$ cat config.mk
export PLATFORM = sky130hd
export DESIGN_NAME = midi_track_event_parser
export DESIGN_NICKNAME = d
export VERILOG_FILES = /design/src/hw/rtl/mtep_pkg.sv /design/src/hw/rtl/midi_track_event_parser.sv /design/src/hw/rtl/mtep_front.sv /design/src/hw/rtl/mtep_queue.sv /design/src/hw/rtl/mtep_back.sv
export SDC_FILE = /design/constraint.sdc
export NUM_CORES = 1
export LEC_CHECK = 0
export BUFFER_PORTS_ARGS = -buffer_cell sky130_fd_sc_hd__clkbuf_2
export CAP_MARGIN = 20
export CORE_MARGIN = 5
export CORE_UTILIZATION = 28
export DETAILED_ROUTE_END_ITERATION = 8
export MAX_ROUTING_LAYER = met4
export SYNTH_ARGS = -nofsm -noshare
export SYNTH_HDL_FRONTEND = slang
export SYNTH_SLANG_ARGS = --single-unit
$ cat constraint.sdc
create_clock -name clk -period 8 [get_ports clk]
set_clock_uncertainty 0.2 [all_clocks]
set_input_delay 0.8 -clock clk [delete_from_list [all_inputs] [get_ports clk]]
set_output_delay 0.8 -clock clk [all_outputs]
set_load 0.02 [all_outputs]
$ cat src/hw/rtl/mtep_pkg.sv
// ----------------------------------------------------------------------------
// MIDI track event parser package
// Shared widths, phase and event codes, and the queue entry and result types.
// ----------------------------------------------------------------------------
`default_nettype none

package mtep_pkg;

  localparam int DeltaBits  = 28;
  localparam int TotalBits  = 32;
  localparam int QueueDepth = 4;
  localparam int QueuePtrW  = $clog2(QueueDepth);
  localparam int QueueCntW  = $clog2(QueueDepth + 1);

  localparam logic [7:0] SysexStart  = 8'hf0;
  localparam logic [7:0] SysexEscape = 8'hf7;
  localparam logic [7:0] MetaStatus  = 8'hff;
  localparam logic [7:0] MetaTempo   = 8'h51;
  localparam logic [7:0] MetaEot     = 8'h2f;
  localparam logic [7:0] StatusBit   = 8'h80;
  localparam logic [7:0] ProgChange  = 8'hc0;
  localparam logic [7:0] ChanPress   = 8'hd0;
  localparam logic [7:0] HighNibble  = 8'hf0;

  typedef enum logic [3:0] {
    PH_DELTA, PH_STATUS, PH_DATA1, PH_DATA2, PH_SKIPLEN, PH_SKIP,
    PH_METATYPE, PH_TEMPOLEN, PH_TEMPO1, PH_TEMPO2, PH_TEMPO3, PH_EOTLEN
  } phase_t;

  typedef enum logic [2:0] {
    KIND_MIDI  = 3'd0,
    KIND_TEMPO = 3'd1,
    KIND_EOT   = 3'd2,
    KIND_END   = 3'd3,
    KIND_TRUNC = 3'd4
  } kind_t;

  typedef struct packed {
    logic        evt_valid;
    kind_t       evt_kind;
    logic [27:0] delta;
    logic [31:0] total;
    logic [7:0]  status;
    logic [7:0]  meta_type;
    logic [7:0]  meta_len;
    logic [7:0]  d1;
    logic [7:0]  d2;
    logic [7:0]  d3;
    logic        end_valid;
    logic        end_trunc;
  } entry_t;

  typedef struct packed {
    kind_t       kind;
    logic [27:0] delta;
    logic [31:0] total;
    logic [7:0]  status;
    logic [7:0]  meta_type;
    logic [7:0]  meta_len;
    logic [7:0]  d1;
    logic [7:0]  d2;
    logic [7:0]  d3;
    logic        last;
  } result_t;

  function automatic logic [27:0] delta_field(input logic [DeltaBits-1:0] d);
    logic [31:0] wide;
    wide = 32'(d);
    return wide[27:0];
  endfunction

  function automatic logic one_data_byte(input logic [7:0] st);
    return ((st & HighNibble) == ProgChange) || ((st & HighNibble) == ChanPress);
  endfunction

endpackage

`default_nettype wire

$ cat src/hw/rtl/midi_track_event_parser.sv
// ----------------------------------------------------------------------------
// MIDI track event parser
// Parses a standard MIDI track byte stream into midi, tempo, end-of-track,
// end-of-data and truncation result items.
// ----------------------------------------------------------------------------
// The block takes one track byte per cycle unless the queue is full. The front
// end parses every byte combinationally and writes an entry into a four-deep
// queue whenever the byte completes an event or ends the data; the back end
// turns each entry into result items through an output register. A byte causes
// at most two results (an event and the end-of-data item), each of which
// takes its own turn in the output register, so the sustained rate is one byte
// per cycle unless end bytes that also complete events come faster than the
// queue drains or the output is stalled. The first result of a byte passes
// through the queue and then the output register. The input stalls only while
// the queue is full.
`default_nettype none

module midi_track_event_parser (
  input  wire logic        clk,
  input  wire logic        rst_n,
  input  wire logic        in_valid,
  output logic             in_stall,
  input  wire logic [7:0]  in_data_byte,
  input  wire logic        in_end_of_data,
  output logic             out_valid,
  input  wire logic        out_stall,
  output logic [2:0]       out_event_kind,
  output logic [27:0]      out_tick_delta,
  output logic [31:0]      out_total_ticks,
  output logic [7:0]       out_status_byte,
  output logic [7:0]       out_meta_type,
  output logic [7:0]       out_meta_length,
  output logic [7:0]       out_first_data,
  output logic [7:0]       out_second_data,
  output logic [7:0]       out_third_data,
  output logic             out_last_of_run
);

  logic               accept;
  logic               push;
  logic               pop;
  logic               q_valid;
  logic               q_full;
  mtep_pkg::entry_t   push_entry;
  mtep_pkg::entry_t   q_head;
  mtep_pkg::result_t  res;

  assign in_stall = q_full;
  assign accept   = in_valid && !q_full;

  mtep_front u_front (
    .clk         (clk),
    .rst_n       (rst_n),
    .accept      (accept),
    .data_byte   (in_data_byte),
    .end_of_data (in_end_of_data),
    .push        (push),
    .entry       (push_entry)
  );

  mtep_queue u_queue (
    .clk        (clk),
    .rst_n      (rst_n),
    .push       (push),
    .push_entry (push_entry),
    .pop        (pop),
    .not_empty  (q_valid),
    .full       (q_full),
    .head       (q_head)
  );

  mtep_back u_back (
    .clk       (clk),
    .rst_n     (rst_n),
    .q_valid   (q_valid),
    .q_head    (q_head),
    .q_pop     (pop),
    .out_stall (out_stall),
    .out_valid (out_valid),
    .out_res   (res)
  );

  assign out_event_kind  = res.kind;
  assign out_tick_delta  = res.delta;
  assign out_total_ticks = res.total;
  assign out_status_byte = res.status;
  assign out_meta_type   = res.meta_type;
  assign out_meta_length = res.meta_len;
  assign out_first_data  = res.d1;
  assign out_second_data = res.d2;
  assign out_third_data  = res.d3;
  assign out_last_of_run = res.last;

endmodule

`default_nettype wire

$ cat src/hw/rtl/mtep_front.sv
// ----------------------------------------------------------------------------
// MIDI track event parser front end
// Parses one track byte per accepted item; a byte that completes an event or ends
// the data writes a queue entry holding the event and any end-of-data result.
// ----------------------------------------------------------------------------
`default_nettype none

module mtep_front (
  input  wire logic            clk,
  input  wire logic            rst_n,
  input  wire logic            accept,
  input  wire logic [7:0]      data_byte,
  input  wire logic            end_of_data,
  output logic                 push,
  output mtep_pkg::entry_t     entry
);

  localparam int DB = mtep_pkg::DeltaBits;

  mtep_pkg::phase_t    phase_r, phase_nxt;
  logic [DB-1:0]       acc_r, acc_nxt;
  logic [DB-1:0]       held_delta_r, held_delta_nxt;
  logic [31:0]         tick_r, tick_nxt;
  logic [7:0]          run_r, run_nxt;
  logic [7:0]          cur_r, cur_nxt;
  logic [7:0]          mtype_r, mtype_nxt;
  logic [7:0]          hd0_r, hd0_nxt;
  logic [7:0]          hd1_r, hd1_nxt;
  logic [7:0]          hd3_r, hd3_nxt;
  logic [DB-1:0]       skip_r, skip_nxt;
  logic [DB-1:0]       acc_push;
  logic [DB-1:0]       skip_dec;

  always_comb begin
    acc_push       = {acc_r[DB-8:0], data_byte[6:0]};
    skip_dec       = skip_r - DB'(1);
    phase_nxt      = phase_r;
    acc_nxt        = acc_r;
    held_delta_nxt = held_delta_r;
    tick_nxt       = tick_r;
    run_nxt        = run_r;
    cur_nxt        = cur_r;
    mtype_nxt      = mtype_r;
    hd0_nxt        = hd0_r;
    hd1_nxt        = hd1_r;
    hd3_nxt        = hd3_r;
    skip_nxt       = skip_r;
    entry          = '0;
    entry.evt_kind = mtep_pkg::KIND_MIDI;

    unique case (phase_r)
      mtep_pkg::PH_DELTA: begin
        acc_nxt = acc_push;
        if (!data_byte[7]) begin
          held_delta_nxt = acc_push;
          tick_nxt       = tick_r + 32'(acc_push);
          acc_nxt        = '0;
          phase_nxt      = mtep_pkg::PH_STATUS;
        end
      end
      mtep_pkg::PH_STATUS: begin
        if (data_byte == mtep_pkg::SysexStart || data_byte == mtep_pkg::SysexEscape) begin
          acc_nxt   = '0;
          phase_nxt = mtep_pkg::PH_SKIPLEN;
        end else if (data_byte == mtep_pkg::MetaStatus) begin
          phase_nxt = mtep_pkg::PH_METATYPE;
        end else if ((data_byte & mtep_pkg::StatusBit) != 8'h00) begin
          cur_nxt   = data_byte;
          run_nxt   = data_byte;
          phase_nxt = mtep_pkg::PH_DATA1;
        end else begin
          cur_nxt = run_r;
          hd0_nxt = data_byte;
          if (mtep_pkg::one_data_byte(run_r)) begin
            entry.evt_valid = 1'b1;
            entry.status    = run_r;
            entry.d1        = data_byte;
            phase_nxt       = mtep_pkg::PH_DELTA;
          end else begin
            phase_nxt = mtep_pkg::PH_DATA2;
          end
        end
      end
      mtep_pkg::PH_DATA1: begin
        hd0_nxt = data_byte;
        if (mtep_pkg::one_data_byte(cur_r)) begin
          entry.evt_valid = 1'b1;
          entry.status    = cur_r;
          entry.d1        = data_byte;
          phase_nxt       = mtep_pkg::PH_DELTA;
        end else begin
          phase_nxt = mtep_pkg::PH_DATA2;
        end
      end
      mtep_pkg::PH_DATA2: begin
        hd1_nxt         = data_byte;
        entry.evt_valid = 1'b1;
        entry.status    = cur_r;
        entry.d1        = hd0_r;
        entry.d2        = data_byte;
        phase_nxt       = mtep_pkg::PH_DELTA;
      end
      mtep_pkg::PH_SKIPLEN: begin
        acc_nxt = acc_push;
        if (!data_byte[7]) begin
          skip_nxt  = acc_push;
          acc_nxt   = '0;
          phase_nxt = (acc_push != '0) ? mtep_pkg::PH_SKIP : mtep_pkg::PH_DELTA;
        end
      end
      mtep_pkg::PH_SKIP: begin
        skip_nxt = skip_dec;
        if (skip_dec == '0) phase_nxt = mtep_pkg::PH_DELTA;
      end
      mtep_pkg::PH_METATYPE: begin
        mtype_nxt = data_byte;
        if (data_byte == mtep_pkg::MetaTempo) begin
          phase_nxt = mtep_pkg::PH_TEMPOLEN;
        end else if (data_byte == mtep_pkg::MetaEot) begin
          phase_nxt = mtep_pkg::PH_EOTLEN;
        end else begin
          acc_nxt   = '0;
          phase_nxt = mtep_pkg::PH_SKIPLEN;
        end
      end
      mtep_pkg::PH_TEMPOLEN: begin
        hd3_nxt   = data_byte;
        phase_nxt = mtep_pkg::PH_TEMPO1;
      end
      mtep_pkg::PH_TEMPO1: begin
        hd0_nxt   = data_byte;
        phase_nxt = mtep_pkg::PH_TEMPO2;
      end
      mtep_pkg::PH_TEMPO2: begin
        hd1_nxt   = data_byte;
        phase_nxt = mtep_pkg::PH_TEMPO3;
      end
      mtep_pkg::PH_TEMPO3: begin
        entry.evt_valid = 1'b1;
        entry.evt_kind  = mtep_pkg::KIND_TEMPO;
        entry.status    = mtep_pkg::MetaStatus;
        entry.meta_type = mtype_r;
        entry.meta_len  = hd3_r;
        entry.d1        = hd0_r;
        entry.d2        = hd1_r;
        entry.d3        = data_byte;
        run_nxt         = '0;
        phase_nxt       = mtep_pkg::PH_DELTA;
      end
      mtep_pkg::PH_EOTLEN: begin
        hd3_nxt         = data_byte;
        entry.evt_valid = 1'b1;
        entry.evt_kind  = mtep_pkg::KIND_EOT;
        entry.status    = mtep_pkg::MetaStatus;
        entry.meta_type = mtype_r;
        entry.meta_len  = data_byte;
        run_nxt         = '0;
        phase_nxt       = mtep_pkg::PH_DELTA;
      end
      default: phase_nxt = mtep_pkg::PH_DELTA;
    endcase

    entry.delta     = mtep_pkg::delta_field(held_delta_nxt);
    entry.total     = tick_nxt;
    entry.end_valid = end_of_data;
    entry.end_trunc = !(phase_nxt == mtep_pkg::PH_DELTA && acc_nxt == '0);
    push            = accept && (entry.evt_valid || end_of_data);

    if (end_of_data) begin
      phase_nxt      = mtep_pkg::PH_DELTA;
      acc_nxt        = '0;
      held_delta_nxt = '0;
      tick_nxt       = '0;
      run_nxt        = '0;
      cur_nxt        = '0;
      mtype_nxt      = '0;
      hd0_nxt        = '0;
      hd1_nxt        = '0;
      hd3_nxt        = '0;
      skip_nxt       = '0;
    end
  end

  always_ff @(posedge clk) begin
    if (!rst_n) begin
      phase_r      <= mtep_pkg::PH_DELTA;
      acc_r        <= '0;
      held_delta_r <= '0;
      tick_r       <= '0;
      run_r        <= '0;
      cur_r        <= '0;
      mtype_r      <= '0;
      hd0_r        <= '0;
      hd1_r        <= '0;
      hd3_r        <= '0;
      skip_r       <= '0;
    end else if (accept) begin
      phase_r      <= phase_nxt;
      acc_r        <= acc_nxt;
      held_delta_r <= held_delta_nxt;
      tick_r       <= tick_nxt;
      run_r        <= run_nxt;
      cur_r        <= cur_nxt;
      mtype_r      <= mtype_nxt;
      hd0_r        <= hd0_nxt;
      hd1_r        <= hd1_nxt;
      hd3_r        <= hd3_nxt;
      skip_r       <= skip_nxt;
    end
  end

endmodule

`default_nettype wire

$ cat src/hw/rtl/mtep_queue.sv
// ----------------------------------------------------------------------------
// MIDI track event parser queue
// Small register queue of parsed entries between the front and back ends.
// ----------------------------------------------------------------------------
`default_nettype none

module mtep_queue (
  input  wire logic              clk,
  input  wire logic              rst_n,
  input  wire logic              push,
  input  wire mtep_pkg::entry_t  push_entry,
  input  wire logic              pop,
  output logic                   not_empty,
  output logic                   full,
  output mtep_pkg::entry_t       head
);

  localparam int PW = mtep_pkg::QueuePtrW;
  localparam int CW = mtep_pkg::QueueCntW;

  mtep_pkg::entry_t slot_r [mtep_pkg::QueueDepth];
  logic [PW-1:0]    wr_r, wr_nxt;
  logic [PW-1:0]    rd_r, rd_nxt;
  logic [CW-1:0]    cnt_r, cnt_nxt;

  always_comb begin
    not_empty = (cnt_r != '0);
    full      = (cnt_r == CW'(mtep_pkg::QueueDepth));
    head      = slot_r[rd_r];
    wr_nxt    = push ? PW'(wr_r + PW'(1)) : wr_r;
    rd_nxt    = pop  ? PW'(rd_r + PW'(1)) : rd_r;
    cnt_nxt   = cnt_r + CW'(push) - CW'(pop);
  end

  always_ff @(posedge clk) begin
    if (!rst_n) begin
      wr_r  <= '0;
      rd_r  <= '0;
      cnt_r <= '0;
    end else begin
      wr_r  <= wr_nxt;
      rd_r  <= rd_nxt;
      cnt_r <= cnt_nxt;
    end
  end

  always_ff @(posedge clk) begin
    if (push) slot_r[wr_r] <= push_entry;
  end

endmodule

`default_nettype wire

$ cat src/hw/rtl/mtep_back.sv
// ----------------------------------------------------------------------------
// MIDI track event parser back end
// Expands queue entries into result items and holds them in the output
// register until taken.
// ----------------------------------------------------------------------------
`default_nettype none

module mtep_back (
  input  wire logic              clk,
  input  wire logic              rst_n,
  input  wire logic              q_valid,
  input  wire mtep_pkg::entry_t  q_head,
  output logic                   q_pop,
  input  wire logic              out_stall,
  output logic                   out_valid,
  output mtep_pkg::result_t      out_res
);

  logic               valid_r, valid_nxt;
  mtep_pkg::result_t  res_r, res_nxt;
  logic               pend_r, pend_nxt;
  logic               pend_trunc_r, pend_trunc_nxt;
  logic [31:0]        pend_total_r, pend_total_nxt;
  logic               slot_free;
  mtep_pkg::result_t  end_res;
  mtep_pkg::result_t  evt_res;

  always_comb begin
    slot_free      = !valid_r || !out_stall;
    valid_nxt      = valid_r && out_stall;
    res_nxt        = res_r;
    pend_nxt       = pend_r;
    pend_trunc_nxt = pend_trunc_r;
    pend_total_nxt = pend_total_r;
    q_pop          = 1'b0;

    end_res       = '0;
    end_res.kind  = pend_trunc_r ? mtep_pkg::KIND_TRUNC : mtep_pkg::KIND_END;
    end_res.total = pend_total_r;
    end_res.last  = 1'b1;

    evt_res           = '0;
    evt_res.kind      = q_head.evt_kind;
    evt_res.delta     = q_head.delta;
    evt_res.total     = q_head.total;
    evt_res.status    = q_head.status;
    evt_res.meta_type = q_head.meta_type;
    evt_res.meta_len  = q_head.meta_len;
    evt_res.d1        = q_head.d1;
    evt_res.d2        = q_head.d2;
    evt_res.d3        = q_head.d3;
    evt_res.last      = !q_head.end_valid;

    if (slot_free) begin
      priority if (pend_r) begin
        res_nxt   = end_res;
        valid_nxt = 1'b1;
        pend_nxt  = 1'b0;
      end else if (q_valid) begin
        q_pop     = 1'b1;
        valid_nxt = 1'b1;
        if (q_head.evt_valid) begin
          res_nxt        = evt_res;
          pend_nxt       = q_head.end_valid;
          pend_trunc_nxt = q_head.end_trunc;
          pend_total_nxt = q_head.total;
        end else begin
          res_nxt       = '0;
          res_nxt.kind  = q_head.end_trunc ? mtep_pkg::KIND_TRUNC : mtep_pkg::KIND_END;
          res_nxt.total = q_head.total;
          res_nxt.last  = 1'b1;
        end
      end
    end

    out_valid = valid_r;
    out_res   = res_r;
  end

  always_ff @(posedge clk) begin
    if (!rst_n) begin
      valid_r <= 1'b0;
      pend_r  <= 1'b0;
    end else begin
      valid_r <= valid_nxt;
      pend_r  <= pend_nxt;
    end
  end

  always_ff @(posedge clk) begin
    res_r        <= res_nxt;
    pend_trunc_r <= pend_trunc_nxt;
    pend_total_r <= pend_total_nxt;
  end

endmodule

`default_nettype wire
## Yosys cells after proc, flatten, opt, wreduce, memory -nomap -nowiden

Memory sizes are Yosys's and may differ from the RTL's. A register that Yosys moved wholly into a read port is not among the register bits.
Index checks and enable logic that the tools add are counted.

- Register bits: 322
- Input port bits: 13
- Logic and storage cells: 193
- Output and inout port bits: 114
- Memories kept: 1
- Memory bits (writable): 452

- Mux-type cells: 86
- Equality and inequality tests: 27
- Bitwise operators: 1
- Reduce and logical (&&, ||, !) cells: 44
- Add/sub/neg operators: 6

Memory list:

| name | depth | width | read ports | clocked after Yosys merged registers in | write ports | line | source |
|---|---|---|---|---|---|---|---|
| u_queue.slot_r | 4 | 113 | 1 | 1 | 1 | mtep_queue.sv:21 | `mtep_pkg::entry_t slot_r [mtep_pkg::QueueDepth];` |

Operators by type and width:

| kind | count |
|---|---|
| 112-bit 2-to-1 mux | 3 |
| 28-bit 2-to-1 mux | 10 |
| 8-bit 2-to-1 mux | 26 |
| 32-bit 2-to-1 mux | 3 |
| 28-bit case mux with 3 select lines | 1 |
| 28-bit zero test | 2 |
| 28-bit case mux with 2 select lines | 1 |
| 8-bit case mux with 2 select lines | 3 |
| 4-bit 2-to-1 mux | 9 |
| 4-bit case mux with 9 select lines | 1 |
| 32-bit by 28-bit adder with 32-bit output | 1 |
| 4-bit equality test (second input constant) | 8 |
| 16-bit case mux with 2 select lines | 1 |
| 8-bit case mux with 4 select lines | 1 |
| 28-bit nonzero test | 1 |
| 28-bit by 1-bit subtractor with 28-bit output (second input constant) | 1 |
| 8-bit equality test (second input constant) | 3 |
| 8-bit case mux with 3 select lines | 1 |
| 4-bit by 3-bit equality test with 1-bit output (second input constant) | 4 |
| 1-bit 2-to-1 mux | 16 |
| 3-bit inequality test (second input constant) | 4 |
| 4-bit AND reduction | 3 |
| 3-bit nonzero test | 4 |
| 2-bit OR reduction | 6 |
| 24 further kinds | 51 |

## Longest topological paths before layout

Gate-level depths: netlist of run 1.

- Depth after elaboration: 11
- Mapped depth: 14
- Mapped depth without buffers: 12

## Cells and area by module

A second synthesis of run 1 with hierarchy kept.

- Cell total of the unflattened synthesis: 2238
- Area, all modules: 32316.0 µm²

By module, submodules not included:

| module | cells each | area an instance (µm²) | times used | seq. area each (µm²) |
|---|---|---|---|---|
| mtep_queue | 638 | 16898.7 | 1 | 13873.3 |
| mtep_front | 1312 | 9957.0 | 1 | 3363.2 |
| mtep_back | 287 | 5446.5 | 1 | 4394.2 |
| midi_track_event_parser | 1 | 13.8 | 1 | 0.0 |

## Worst setup path after synthesis of run 1

OpenSTA, ideal clock, no wires.

- Path type: register to register
- Start point: register u_back.pend_r
- End point: register u_back.res_r (netlist bit u_back.out_res[0]) (enable)
- Stages on the path, launching flop included: 4
- Path buffers: 1
- Period minus slack after synthesis: 7059 ps
- Slack: 941 ps
- Arrival time: 6239 ps
- Library setup time: 620 ps
- Required time: 7180 ps
- Cells stage by stage: dfxtp_1 -> buf_1 -> nor4_1 -> a21oi_1

- Word-level cells in the longest chain between the ends: 2

Ends and longest elaborated chain:

| element | line | source |
|---|---|---|
| from (decl) | mtep_back.sv:21 | `logic pend_r, pend_nxt;` |
| from (signal assigned) | mtep_back.sv:86 | `pend_r <= pend_nxt;` |
| 2-bit nonzero test (no line) | -- |  |
| 2-bit AND reduction (no line) | -- |  |
| to (signal assigned) | mtep_back.sv:91 | `res_r <= res_nxt;` |
| to (decl) | mtep_back.sv:20 | `mtep_pkg::result_t res_r, res_nxt;` |

No other way between the ends.
A chain may end at the register's enable or synchronous reset.

## Worst setup path after layout of run 1

- Start point: register u_front.phase_r[0]
- End point: memory u_queue.slot_r[3][23] (netlist name) (enable)

- Word-level cells in the longest chain between the ends: 7
- Elaborated cells on any way between the ends: 11
- Those cells by class: eq/ne (5); mux (3); reduce/logical (3)

Ends and longest elaborated chain:

| element | line | source |
|---|---|---|
| from (decl) | mtep_front.sv:20 | `mtep_pkg::phase_t phase_r, phase_nxt;` |
| from (signal assigned) | mtep_front.sv:186 | `phase_r <= mtep_pkg::PH_DELTA;` |
| from (signal assigned) | mtep_front.sv:198 | `phase_r <= phase_nxt;` |
| 4-bit by 2-bit equality test with 1-bit output or 4-bit equality test (tied branches) | mtep_front.sv:51 | `unique case (phase_r)` |
| 3-bit OR reduction (no line) | -- |  |
| 1-bit case mux with 3 select lines (*) | mtep_front.sv:51 |  |
| 1-bit logical OR (*) | mtep_front.sv:167 | `push = accept && (entry.evt_valid \|\| end_of_data);` |
| 1-bit logical AND (*) | mtep_front.sv:167 |  |
| net push | midi_track_event_parser.sv:40 | `logic push;` |
| 1-bit 2-to-1 mux (*) | mtep_queue.sv:48 | `if (push) slot_r[wr_r] <= push_entry;` |
| 1-bit 2-to-1 mux (implied by the code) (*) | mtep_queue.sv:48 |  |
| to (decl) | mtep_queue.sv:21 |  |

The timed path passes the listed nets; every way through them passes the cells marked *.

==> impl_summary.txt, run 1 <==
----------------------------------------------------
[Synth]
  Yosys warnings ... 0
  Post-synthesis adder-cell area fraction ... 1.52%
  Mux cell area share after synthesis ... 10.4%
  Portion of synthesized cell area occupied by the leading cell type ... 55.6%
  Unique masters post-synth ... 83
  Synth Area in XOR/XNOR ... 1.20%
  Post-synthesis simple-gate area fraction ... 10.7%
  Register area share after synthesis ... 66.7%
  Count of mapped cells out of synthesis ... 2240
  Most numerous cell in the Yosys netlist ... sky130_fd_sc_hd__edfxtp_1
  Synthesized net count ... 2291
  Post-synth ARST share ... 0%
  Commonest cells in the synthesized netlist ... sky130_fd_sc_hd__edfxtp_1, sky130_fd_sc_hd__nand2_1, sky130_fd_sc_hd__dfxtp_1
  Area fraction in compound gates after synthesis ... 7.67%
  Ys flop type ... sky130_fd_sc_hd__edfxtp_1
  Mean instance size in the synthesized netlist ... 14.4 um2
  Mapped Area ... 0.0322 mm2
  Number of enable-type register cells in the synthesized netlist ... 597
  Synthesis-stage register bit count ... 776
  Cell types with the largest area share after synthesis ... sky130_fd_sc_hd__edfxtp_1, sky130_fd_sc_hd__dfxtp_1, sky130_fd_sc_hd__mux4_2
  Dominant cell type by area after synthesis ... sky130_fd_sc_hd__edfxtp_1
  Main combinational cell family by area after synthesis ... simple AND/OR/NAND/NOR gates

[Global route]
  Global routing met1 resource utilization ... 16.5%
  Met3 Track Usage GR ... 2.21%
  Maximum number of pins on one net before global-route repair ... 82
  Busiest grt layer ... met2
  Gr ovfl total ... 0
  Met2 GRT Util ... 21.1%
  Number of global-route vias before repair ... 18700
  Global-route wire length before repair ... 118000 um
  Initial antenna violation count ... 0
  GRT Util Overall ... 12.8%

[Clock network]
  Number of buffers on the longest clock path ... 3
  Post-CTS resize count ... 0
  Inserted Clock Buffers ... 78
  Root buffer selected by CTS ... sky130_fd_sc_hd__clkbuf_16
  Reg clk slew, reported paths ... 0.06 ns
  Sink count of the clock tree ... 776
  CTS tree ... built
  Clock insertion delay at the later pin of the skew report ... 0.64 ns
  Post-CTS Setup Bufs ... 0
  Hold Buf Count CTS ... 0
  H-tree Lvls ... 3

[Die]
  Rows ... 124
  Initial Utilization ... 28.2%
  Die Footprint ... 0.122 mm2
  Die Width ... 349 um
  I/O pin count ... 127
  Core Region ... 0.114 mm2
  Die Y-Extent ... 349 um

[Worst setup path]
  Type of destination of the critical path ... flip-flop
  Worst path top cell family by delay ... simple AND/OR/NAND/NOR gates
  Origin of the critical flop-to-flop path ... u_front.phase_r[0]
  Class of the most critical setup path ... reg2reg
  CP dominant cell by count ... sky130_fd_sc_hd__and2_4
  List of cells traversed by the critical path ... nor2b_1, nand2_1, nor2_1, and2_4, or2_1, nor4_2, nor2_2, and2_4, buf_4
  CP Data Required Time ... 8.05 ns
  Longest individual stage delay on the worst path ... 0.93 ns
  Crit path max-delay cell type ... sky130_fd_sc_hd__buf_4
  Top fanout value on the critical path ... 69
  First element of the critical path ... u_front.phase_r[0]
  WP data arrival ... 4.64 ns
  Startpoint type of the worst setup path ... flip-flop
  Worst path bufs/invs ... 1

[Flow run]
  Max-capacitance violation count ... 0

[Place]
  Post-placement setup slack ... 2.83 ns
  Number of buffers added on ports ... 126
  Placed Area ... 0.0345 mm2
  DPL Wire Length ... 48000 um
  GPL Wtd Cong ... 0.864

[Layout]
  Number of nets in the layout ... 2402
  Design area ... 0.0372 mm2
  Seq. cell area ... 0.0215 mm2
  Area growth from synthesis to final layout ... 15.5%
  Final core area utilization ... 32.6%
  Layout cell share with drive strength beyond 1 ... 19.3%
  Multi-input combinational cell area ... 0.0102 mm2
  Count of filler cells inserted in the layout ... 11100
  Number of inserted diodes ... 0

[Power]
  Share of total power in the clock network ... 33.4%
  Net load switching power ... 3270 uW
  Switching portion of total power ... 28.8%
  Power density normalized to cell area ... 305 mW/mm2
  Static Leak ... 0.0129 uW
  Maximum vdd ir drop ... 0.157 mV
  Comb pwr share ... 20.5%
  Total power after layout ... 11300 uW
  Total internal power ... 8070 uW
  Sequential Power Share ... 46.1%

[Hold path]
  Tightest Hold Check Type ... reg2reg
  Worst hold start ... u_front.mtype_r[1]

[Timing]
  Transition time of the tightest slew-check pin ... 1.12 ns
  Total of endpoints with negative setup slack in the final report ... 0
  Headroom to the max-slew limit ... 25.3%
  Achievable Freq ... 0.218 GHz
  Final period demand of the worst path ... 4.59 ns
  PnR worst setup slack ... 3.41 ns
  Period Utilization, post-route ... 57.4%
  Final number of hold-violating endpoints ... 0
  Fin. max-slew vios ... 0
  RSZ-0062 raised after global routing ... false
  Total Neg Setup Slack ... 0 ns

[Route]
  Wire length after detailed routing ... 77500 um
  DRC ... 0
  Post-detailed-route via-to-cell ratio ... 4.77
  DRC violation total after the first TritonRoute iteration ... 1481
  Detailed-route via count ... 18800
  Routed length per instance ... 19.7 um
  First drt pass iteration count ... 5
  Residual antenna-violating net count after detailed routing ... 0

[Outcome]
  Status ... finished, final reports clean

----------------------------------------------------
worst reg2reg max path, cell delays in order (launching register included):
cell and delay, ns:
sky130_fd_sc_hd__dfxtp_1 0.61, sky130_fd_sc_hd__nor2b_1 0.23, sky130_fd_sc_hd__nand2_1 0.15, sky130_fd_sc_hd__nor2_1 0.26, sky130_fd_sc_hd__and2_4 0.23, sky130_fd_sc_hd__or2_1 0.32, sky130_fd_sc_hd__nor4_2 0.12, sky130_fd_sc_hd__nor2_2 0.31
sky130_fd_sc_hd__and2_4 0.76, sky130_fd_sc_hd__buf_4 0.94
routing by layer:
metal,vias up,wire [um]
met4,0,1640
met3,104,3760
met1,9486,33700
li1,8738,-
met2,423,38400
met5,-,0
cells by family (layout without fill, tap and decap cells):
logic type | count (synthesis) | after routing
flops | 776 | 776
simple gates | 689 | 689
compound gates | 355 | 355
mux | 188 | 188
buf+inv | 150 | 325
xor+xnor | 44 | 44
fa+ha+maj | 38 | 38
path summary, 6_finish.rpt:
| check | depth (start not counted) | to | slack [ns] |
|---|---|---|---|
| worst min-delay path | 2 | u_front.mtype_r[1] | 0.29 |
| worst max register to register | 9 | u_queue.slot_r[3][23] | 3.41 |
| worst max-delay path | 9 | u_queue.slot_r[3][23] | 3.41 |
| worst min register to register | 2 | u_front.mtype_r[1] | 0.29 |
state kept, by name, summed over array words and instances (netlist names), 2 cells and up, named ones only:
name,flops
u_front.cur_r,8
u_front.hd3_r,8
u_queue.slot_r,452
u_front.skip_r,28
u_front.held_delta_r,28
u_front.run_r,8
u_queue.rd_r,2
u_queue.cnt_r,3
u_front.hd1_r,8
u_front.hd0_r,8
u_front.phase_r,4
u_back.pend_total_r,32
u_front.tick_r,32
u_back.out_res,112
u_queue.wr_r,2
u_front.acc_r,28
u_front.mtype_r,8
area by class of cell:
class | instances | share of cell area (%)
multi-input cells | 1314 | 27.3
clock buffers | 94 | 5.51
repair buffers | 160 | 2.43
clock inverters | 50 | 1.63
inverters | 21 | 0.215
well taps | 1512 | 5.08
flip-flops and latches | 776 | 57.8
layout by cell type (no fill, tap or decap), types with 13 or more instances in the layout:
master                      Yosys  final
sky130_fd_sc_hd__mux4_2       113    113
sky130_fd_sc_hd__mux2_2        36     36
sky130_fd_sc_hd__xnor2_1       27     27
sky130_fd_sc_hd__buf_4          0     32
sky130_fd_sc_hd__nand2_1      207    206
sky130_fd_sc_hd__o21ai_0       53     53
sky130_fd_sc_hd__a21oi_1       75     74
sky130_fd_sc_hd__clkbuf_16      0     78
sky130_fd_sc_hd__clkinv_1       0     14
sky130_fd_sc_hd__dfxtp_1      179    176
sky130_fd_sc_hd__nor2b_1      169    169
sky130_fd_sc_hd__nor4_1        26     26
sky130_fd_sc_hd__a22o_1        35     35
sky130_fd_sc_hd__inv_1         20     20
sky130_fd_sc_hd__a22oi_1       91     91
sky130_fd_sc_hd__and2_1        31     26
sky130_fd_sc_hd__xor2_1        17     17
sky130_fd_sc_hd__edfxtp_1     597    597
sky130_fd_sc_hd__nor2_1       157    156
sky130_fd_sc_hd__mux2i_1       39     39
sky130_fd_sc_hd__a31oi_1       13     13
sky130_fd_sc_hd__clkinv_2       0     13
sky130_fd_sc_hd__clkbuf_2       1    126
sky130_fd_sc_hd__nor3_1        27     27
sky130_fd_sc_hd__ha_1          36     36
power by group through the flow:
stage | Combinational (uW) | Clock [uW] | Sequential [uW]
finish | 2330 | 3790 | 5230
global route | 2530 | 4070 | 5290
CTS | 2420 | 3880 | 5260
detailed placement | 2410 | 0 | 5330
global placement | 2400 | 0 | 5330
floorplan | 1220 | 0 | 5670
through the flow:
step | hold WS (ns) | std cells
after floorplan | 0.253 | 2240
after global placement | 0.270 | 3780
after detailed placement | 0.283 | 3780
after CTS | 0.290 | 3924
after global routing | 0.315 | 3927
final | 0.289 | 3927
No activity file was read; power rests on OpenSTA's default activity.
==> run 2, diff against run 1 <==
ABC_AREA = 1   (was default)
clock period = 4.2 ns   (was 8 ns; I/O delays follow)
==> run 2 against run 1 <==
Compared with the run above:
- combinational power increased to 2.8 times the previous value
- wire length increased by 15%
- sequential power increased by 97%
- critical path type unchanged
- sequential share of layout area decreased by 1.6 points
- clock-buffer cell count increased by 9
- die area increased by 3.3%
==> impl_summary.txt, run 2 <==
----------------------------------------------------
[Outcome]
  Status ... finished, final reports clean (unchanged)

[Place]
  GPL Wtd Cong ... 0.931 (was 0.864)
  Number of placed instances with taps included ... 4920 (was 3780)
  Number of buffers added on ports ... 126 (unchanged)
  Placed Area ... 0.0358 mm2 (was 0.0345 mm2)
  DPL Wire Length ... 57500 um (was 48000 um)

[Die]
  Rows ... 126 (was 124)
  Initial Utilization ... 28.2% (about the same)
  Die Footprint ... 0.126 mm2 (was 0.122 mm2)
  Die Width ... 355 um (was 349 um)
  Core Region ... 0.118 mm2 (was 0.114 mm2)
  I/O pin count ... 127 (unchanged)
  Die Y-Extent ... 355 um (was 349 um)

[Hold path]
  Worst Hold Depth ... 5 (was 2)
  Hold EP ... u_back.pend_r (was u_front.mtype_r[1])
  Worst hold start ... out_stall (was u_front.mtype_r[1])
  Tightest Hold Check Type ... in2reg (was reg2reg)

[Layout]
  Flip-flop count of the largest register after layout ... 452 (unchanged)
  Final non-filler cell total ... 5070 (was 3927)
  Layout cell share with drive strength beyond 1 ... 10.1% (was 19.3%)
  Count of filler cells inserted in the layout ... 11900 (was 11100)
  Design area ... 0.0383 mm2 (was 0.0372 mm2)
  Most common cell after layout, fill and taps aside ... sky130_fd_sc_hd__nand2_1 (was sky130_fd_sc_hd__edfxtp_1)
  Area growth from synthesis to final layout ... 15.0% (was 15.5%)
  Largest Register ... u_queue.slot_r (unchanged)
  Number of nets in the layout ... 3517 (was 2402)
  Most used cells in the layout excluding fill and tap cells ... sky130_fd_sc_hd__nand2_1, sky130_fd_sc_hd__edfxtp_1, sky130_fd_sc_hd__nor2_1, sky130_fd_sc_hd__o21ai_0, sky130_fd_sc_hd__a21oi_1 (was sky130_fd_sc_hd__edfxtp_1, sky130_fd_sc_hd__nand2_1, sky130_fd_sc_hd__dfxtp_1, sky130_fd_sc_hd__nor2b_1, sky130_fd_sc_hd__nor2_1)

[Clock network]
  Reg clk slew, reported paths ... 0.06 ns (about the same)
  Post-CTS resize count ... 0 (unchanged)
  Post-CTS Setup Bufs ... 0 (unchanged)
  H-tree Lvls ... 3 (unchanged)
  CTS tree ... built (unchanged)
  Sink count of the clock tree ... 776 (unchanged)
  Number of buffers on the longest clock path ... 3 (unchanged)
  Inserted Clock Buffers ... 79 (was 78)
  Hold Buf Count CTS ... 0 (unchanged)
  Root buffer selected by CTS ... sky130_fd_sc_hd__clkbuf_16 (unchanged)
  Clock insertion delay at the later pin of the skew report ... 0.64 ns (about the same)

[Power]
  Static Leak ... 0.0137 uW (was 0.0129 uW)
  Total internal power ... 15400 uW (was 8070 uW)
  Share of total power in the clock network ... 29.0% (was 33.4%)
  Switching portion of total power ... 34.7% (was 28.8%)
  Power density normalized to cell area ... 616 mW/mm2 (was 305 mW/mm2)
  Net load switching power ... 8180 uW (was 3270 uW)
  Total power after layout ... 23600 uW (was 11300 uW)
  Maximum vdd ir drop ... 0.524 mV (was 0.157 mV)
  Sequential Power Share ... 43.6% (was 46.1%)
  Comb pwr share ... 27.4% (was 20.5%)

[Synth]
  Synthesized net count ... 3429 (was 2291)
  Synthesis-stage register bit count ... 776 (unchanged)
  Cell types with the largest area share after synthesis ... sky130_fd_sc_hd__edfxtp_1, sky130_fd_sc_hd__dfxtp_1, sky130_fd_sc_hd__nand2_1 (was sky130_fd_sc_hd__edfxtp_1, sky130_fd_sc_hd__dfxtp_1, sky130_fd_sc_hd__mux4_2)
  Most numerous cell in the Yosys netlist ... sky130_fd_sc_hd__nand2_1 (was sky130_fd_sc_hd__edfxtp_1)
  Number of enable-type register cells in the synthesized netlist ... 597 (unchanged)
  Unique masters post-synth ... 49 (was 83)
  Yosys warnings ... 0 (unchanged)
  Ys flop type ... sky130_fd_sc_hd__edfxtp_1 (unchanged)
  Portion of synthesized cell area occupied by the leading cell type ... 53.8% (was 55.6%)
  Commonest cells in the synthesized netlist ... sky130_fd_sc_hd__nand2_1, sky130_fd_sc_hd__edfxtp_1, sky130_fd_sc_hd__nor2_1 (was sky130_fd_sc_hd__edfxtp_1, sky130_fd_sc_hd__nand2_1, sky130_fd_sc_hd__dfxtp_1)
  Dominant cell type by area after synthesis ... sky130_fd_sc_hd__edfxtp_1 (unchanged)
  Mean instance size in the synthesized netlist ... 9.86 um2 (was 14.4 um2)
  Post-synth ARST share ... 0% (unchanged)
  Count of mapped cells out of synthesis ... 3378 (was 2240)
  Mapped Area ... 0.0333 mm2 (was 0.0322 mm2)
  Register area share after synthesis ... 64.6% (was 66.7%)

[Timing]
  Period Utilization, post-route ... 83.9% (was 57.4%)
  Final number of hold-violating endpoints ... 0 (unchanged)
  Transition time of the tightest slew-check pin ... 1.08 ns (was 1.12 ns)
  Headroom to the max-slew limit ... 28.0% (was 25.3%)
  Final period demand of the worst path ... 3.52 ns (was 4.59 ns)
  RSZ-0062 raised after global routing ... false (unchanged)
  Fin. max-slew vios ... 0 (unchanged)
  Total of endpoints with negative setup slack in the final report ... 0 (unchanged)
  Achievable Freq ... 0.284 GHz (was 0.218 GHz)

[Worst setup path]
  Worst r2r dst ... u_queue.slot_r[2][85] (was u_queue.slot_r[3][23])
  Startpoint type of the worst setup path ... flip-flop (unchanged)
  Type of destination of the critical path ... flip-flop (unchanged)
  WP data arrival ... 3.60 ns (was 4.64 ns)
  Origin of the critical flop-to-flop path ... u_front.phase_r[1] (was u_front.phase_r[0])
  Top fanout value on the critical path ... 53 (was 69)
  CP Data Required Time ... 4.28 ns (was 8.05 ns)
  Worst reg2reg path depth ... 9 (unchanged)
  Class of the most critical setup path ... reg2reg (unchanged)
  Flop2flop setup slack ... 0.68 ns (was 3.41 ns)

[Route]
  First drt pass iteration count ... 5 (unchanged)
  Highest metal layer with signal wires ... met4 (unchanged)
  DRC ... 0 (unchanged)
  WL met3 ... 4730 um (was 3760 um)
  Post-detailed-route via-to-cell ratio ... 4.72 (was 4.77)
  DRC violation total after the first TritonRoute iteration ... 1966 (was 1481)
  Detailed-route via count ... 23900 (was 18800)
  Post-Route M1 WL ... 38900 um (was 33700 um)
  Routed length on met2 ... 42800 um (was 38400 um)
  Residual antenna-violating net count after detailed routing ... 0 (unchanged)
  Routed length per instance ... 17.5 um (was 19.7 um)
  Wire length after detailed routing ... 88900 um (was 77500 um)

[Global route]
  Maximum number of pins on one net before global-route repair ... 173 (was 82)
  Initial antenna violation count ... 1 (was 0)
  GRT Util Overall ... 14.1% (was 12.8%)
  Gr ovfl total ... 0 (unchanged)
  Global-route wire length before repair ... 136000 um (was 118000 um)
  Number of global-route vias before repair ... 22600 (was 18700)

[Flow run]
  Max-capacitance violation count ... 0 (unchanged)

----------------------------------------------------
[run 2: layout make-up]
cell class	count	area [um2]	share of cell area (%)
Multi-Input combinational cell	2238	10500	27.3
Inverter	200	762	1.99
Clock inverter	45	399	1.04
Sequential cell	776	21500	56.2
Timing Repair Buffer	171	1120	2.92
Clock buffer	103	2130	5.56
Antenna cell	1	2.50	0.00653
Tap cell	1536	1920	5.02
[run 2: worst max path at each step]
stage	from	endpoint	cells past startpoint
finish	u_front.phase_r[1]	u_queue.slot_r[2][85]	9
global route	u_front.phase_r[1]	u_queue.slot_r[2][93]	9
CTS	u_front.phase_r[1]	u_queue.slot_r[2][101]	9
detailed placement	u_front.phase_r[1]	u_queue.slot_r[2][98]	9
global placement	u_front.phase_r[1]	u_queue.slot_r[2][98]	9
floorplan	u_front.phase_r[1]	u_queue.slot_r[0][0]	8
[run 2: cell families after synthesis]
| kind of cell | count (synthesis) | share of synthesized area [%] |
|---|---|---|
| compound gates | 805 | 12.7 |
| xor+xnor | 25 | 0.657 |
| fa+ha+maj | 38 | 1.47 |
| buf+inv | 364 | 4.21 |
| flops | 776 | 64.6 |
| mux | 1 | 0.0300 |
| simple gates | 1369 | 16.4 |
[run 2: power groups by stage]
stage	clock (uW)	sequential (uW)	combinational, uW
after global routing	7350	10400	7170
after global placement	0	10400	6560
after CTS	7020	10300	6630
after detailed placement	0	10500	6610
after floorplan	0	11200	3430
final	6850	10300	6470
[run 2: routing by layer]
| layer | GRT usage (%) | vias to the layer above |
|---|---|---|
| met4 | 4.38 | 0 |
| met2 | 23.1 | 572 |
| met1 | 17.8 | 11400 |
| met5 | - | - |
| li1 | - | 11800 |
| met3 | 2.56 | 132 |
[run 2: through the flow]
stage	util (%)	setup TNS, ns	hold WS [ns]	setup slack (ns)
3_5_place_dp	30.3	0	0.245	0.699
5_1_grt	32.4	0	0.143	0.454
4_1_cts	32.4	0	0.0908	0.686
2_1_floorplan	-	-344.17	0.230	-0.761
6_report	32.4	0	0.128	0.675
3_3_place_gp	30.3	0	0.241	0.706
[run 2: worst max-delay path, cell delays in order (launching register included)]
cell and delay (ns):
sky130_fd_sc_hd__dfxtp_1 0.43, sky130_fd_sc_hd__inv_2 0.07, sky130_fd_sc_hd__nor2_2 0.13, sky130_fd_sc_hd__inv_2 0.07
sky130_fd_sc_hd__nor3_2 0.37, sky130_fd_sc_hd__nor2_2 0.18, sky130_fd_sc_hd__nand3_1 0.21, sky130_fd_sc_hd__o21ai_2 0.22
sky130_fd_sc_hd__nor2_4 0.80, sky130_fd_sc_hd__buf_12 0.37
==> run 3, diff against run 2 <==
clock period = 2.9 ns   (was 4.2 ns; I/O delays follow)
==> run 3 against run 2 <==
Compared with the run above:
- die area is the same
- first-iteration DRC count shrank 9.9%
- sequential power grew 45%
- global-route usage grew 0.40 points
- clock power grew 47%
- worst hold slack lost 0.066 ns
- setup slack lost 0.51 ns
- largest power group unchanged
- highest routed layer unchanged
==> impl_summary.txt, run 3 (synthesis results as in run 2) <==
----------------------------------------------------
[Timing]
  Achievable Freq ... 0.366 GHz (was 0.284 GHz)
  Final period demand of the worst path ... 2.73 ns (was 3.52 ns)
  PnR worst setup slack ... 0.165 ns (was 0.675 ns)
  Total of endpoints with negative setup slack in the final report ... 0 (unchanged)
  Worst hold margin ... 0.0624 ns (was 0.128 ns)
  Fin. max-slew vios ... 0 (unchanged)
  Final number of hold-violating endpoints ... 0 (unchanged)
  Transition time of the tightest slew-check pin ... 0.849 ns (was 1.08 ns)
  Headroom to the max-slew limit ... 42.8% (was 28.0%)
  Period Utilization, post-route ... 94.3% (was 83.9%)
  RSZ-0062 raised after global routing ... false (unchanged)

[Layout]
  Most used cells in the layout excluding fill and tap cells ... sky130_fd_sc_hd__nand2_1, sky130_fd_sc_hd__edfxtp_1, sky130_fd_sc_hd__nor2_1, sky130_fd_sc_hd__o21ai_0, sky130_fd_sc_hd__a21oi_1 (unchanged)
  Area growth from synthesis to final layout ... 17.4% (was 15.0%)
  Number of nets in the layout ... 3585 (was 3517)
  Layout cell share with drive strength beyond 1 ... 12.1% (was 10.1%)
  Largest Register ... u_queue.slot_r (unchanged)
  Most common cell after layout, fill and taps aside ... sky130_fd_sc_hd__nand2_1 (unchanged)
  Flip-flop count of the largest register after layout ... 452 (unchanged)

[Global route]
  Global-route wire length before repair ... 140000 um (was 136000 um)
  Maximum number of pins on one net before global-route repair ... 145 (was 173)
  Initial antenna violation count ... 1 (unchanged)
  GRT Util Overall ... 14.5% (was 14.1%)
  Gr ovfl total ... 0 (unchanged)
  Number of global-route vias before repair ... 23200 (was 22600)

[Route]
  Detailed-route via count ... 24400 (was 23900)
  Wire length after detailed routing ... 91400 um (was 88900 um)
  Routed length per instance ... 17.8 um (was 17.5 um)
  First drt pass iteration count ... 5 (unchanged)
  DRC ... 0 (unchanged)
  Residual antenna-violating net count after detailed routing ... 0 (unchanged)
  DRC violation total after the first TritonRoute iteration ... 1772 (was 1966)
  Post-detailed-route via-to-cell ratio ... 4.75 (was 4.72)

[Die]
  Rows ... 126 (unchanged)
  Die Footprint ... 0.126 mm2 (unchanged)
  Core Region ... 0.118 mm2 (unchanged)
  I/O pin count ... 127 (unchanged)
  Initial Utilization ... 28.2% (unchanged)
  Die Width ... 355 um (unchanged)
  Die Y-Extent ... 355 um (unchanged)

[Worst setup path]
  CP dominant cell by count ... sky130_fd_sc_hd__a21oi_1
  Longest individual stage delay on the worst path ... 0.47 ns (was 0.80 ns)
  Class of the most critical setup path ... reg2reg (unchanged)
  WP data arrival ... 3.10 ns (was 3.60 ns)
  Top fanout value on the critical path ... 5 (was 53)
  Crit path max-delay cell type ... sky130_fd_sc_hd__dfxtp_1 (was sky130_fd_sc_hd__nor2_4)
  List of cells traversed by the critical path ... ha_1, a21o_1, a21oi_1, a21boi_0, buf_4, nand3_1, xor2_1, a21boi_1, nand2_1, a21oi_1 (was inv_2, nor2_2, inv_2, nor3_2, nor2_2, nand3_1, o21ai_2, nor2_4, buf_12)
  Type of destination of the critical path ... flip-flop (unchanged)
  CP Data Required Time ... 3.27 ns (was 4.28 ns)
  Startpoint type of the worst setup path ... flip-flop (unchanged)

[Power]
  Power density normalized to cell area ... 888 mW/mm2 (was 616 mW/mm2)
  Maximum vdd ir drop ... 0.924 mV (was 0.524 mV)
  Static Leak ... 0.0141 uW (was 0.0137 uW)

[Place]
  DPL Wire Length ... 59200 um (was 57500 um)
  Post-placement setup slack ... 0.0755 ns (was 0.699 ns)
  Number of buffers added on ports ... 126 (unchanged)
  GPL Wtd Cong ... 0.942 (was 0.931)

[Clock network]
  CTS tree ... built (unchanged)
  H-tree Lvls ... 3 (unchanged)
  Post-CTS Setup Bufs ... 0 (unchanged)
  Inserted Clock Buffers ... 78 (was 79)
  Root buffer selected by CTS ... sky130_fd_sc_hd__clkbuf_16 (unchanged)
  Reg clk slew, reported paths ... 0.06 ns (about the same)
  Number of buffers on the longest clock path ... 3 (unchanged)
  Clock insertion delay at the later pin of the skew report ... 0.64 ns (about the same)
  Sink count of the clock tree ... 776 (unchanged)

[Flow run]
  Max-capacitance violation count ... 0 (unchanged)

[Outcome]
  Status ... finished, final reports clean (unchanged)

[Hold path]
  Tightest Hold Check Type ... in2reg (unchanged)

----------------------------------------------------
## run 3: final cells by class
| class | count | area [um2] |
|---|---|---|
| fill | 11900 | 79000 |
| sequential | 776 | 21500 |
| clock inverter | 48 | 462 |
| antenna | 1 | 2.50 |
| multi-input combinational | 2239 | 10600 |
| inverter | 200 | 763 |
| timing repair buffer | 239 | 1790 |
| clock buffer | 94 | 2090 |
| tap | 1536 | 1920 |
## run 3: stage by stage
stage	total power (uW)	std cells	utilization (%)	cell area, um2	TNS [ns]
floorplan	21200	3378	-	33400	-273.36
global placement	24900	4983	30.9	36500	0
detailed placement	25100	4983	30.9	36500	0
CTS	35200	5131	33.1	39100	0
global route	36600	5132	33.1	39100	0
finish	34700	5133	33.1	39100	0
## run 3: path summary, 6_finish.rpt
path | from | cells after the start | end | slack [ns]
worst max-delay path | u_front.acc_r[13] | 10 | u_front.tick_r[23] | 0.17
worst min-delay path | in_data_byte[2] | 5 | u_front.skip_r[2] | 0.06
worst max register to register | u_front.acc_r[13] | 10 | u_front.tick_r[23] | 0.17
worst min register to register | u_front.hd0_r[4] | 2 | u_front.hd0_r[4] | 0.26
## run 3: critical path, delay by kind of cell (launching register included)
family / cells / cell delay, ns
buf+inv: 1 / 0.14
compound gates: 5 / 1.07
xor+xnor: 1 / 0.19
fa+ha+maj: 1 / 0.34
simple gates: 2 / 0.26
flops: 1 / 0.47
## run 3: layer usage
| metal | share of wire, % | GRT usage (%) |
|---|---|---|
| met1 | 43 | 18.0 |
| met2 | 50 | 24.8 |
| met3 | 5.1 | 1.75 |
| met4 | 2.7 | 4.55 |
| met5 | 0 | - |
## run 3: timing repair
action | 4_1_cts | 5_1_grt
resized for setup | 0 | 5
endpoints found under the hold margin | 11 | 0
endpoints found under the setup margin | 0 | 12
hold buffers | 6 | 0
## run 3: power by group
group / total (uW) / switching (uW) / internal [uW]
Clock: 10100 / 4330 / 5780
Sequential: 14900 / 518 / 14400
Combinational: 9750 / 7130 / 2620
Total: 34700 / 12000 / 22800
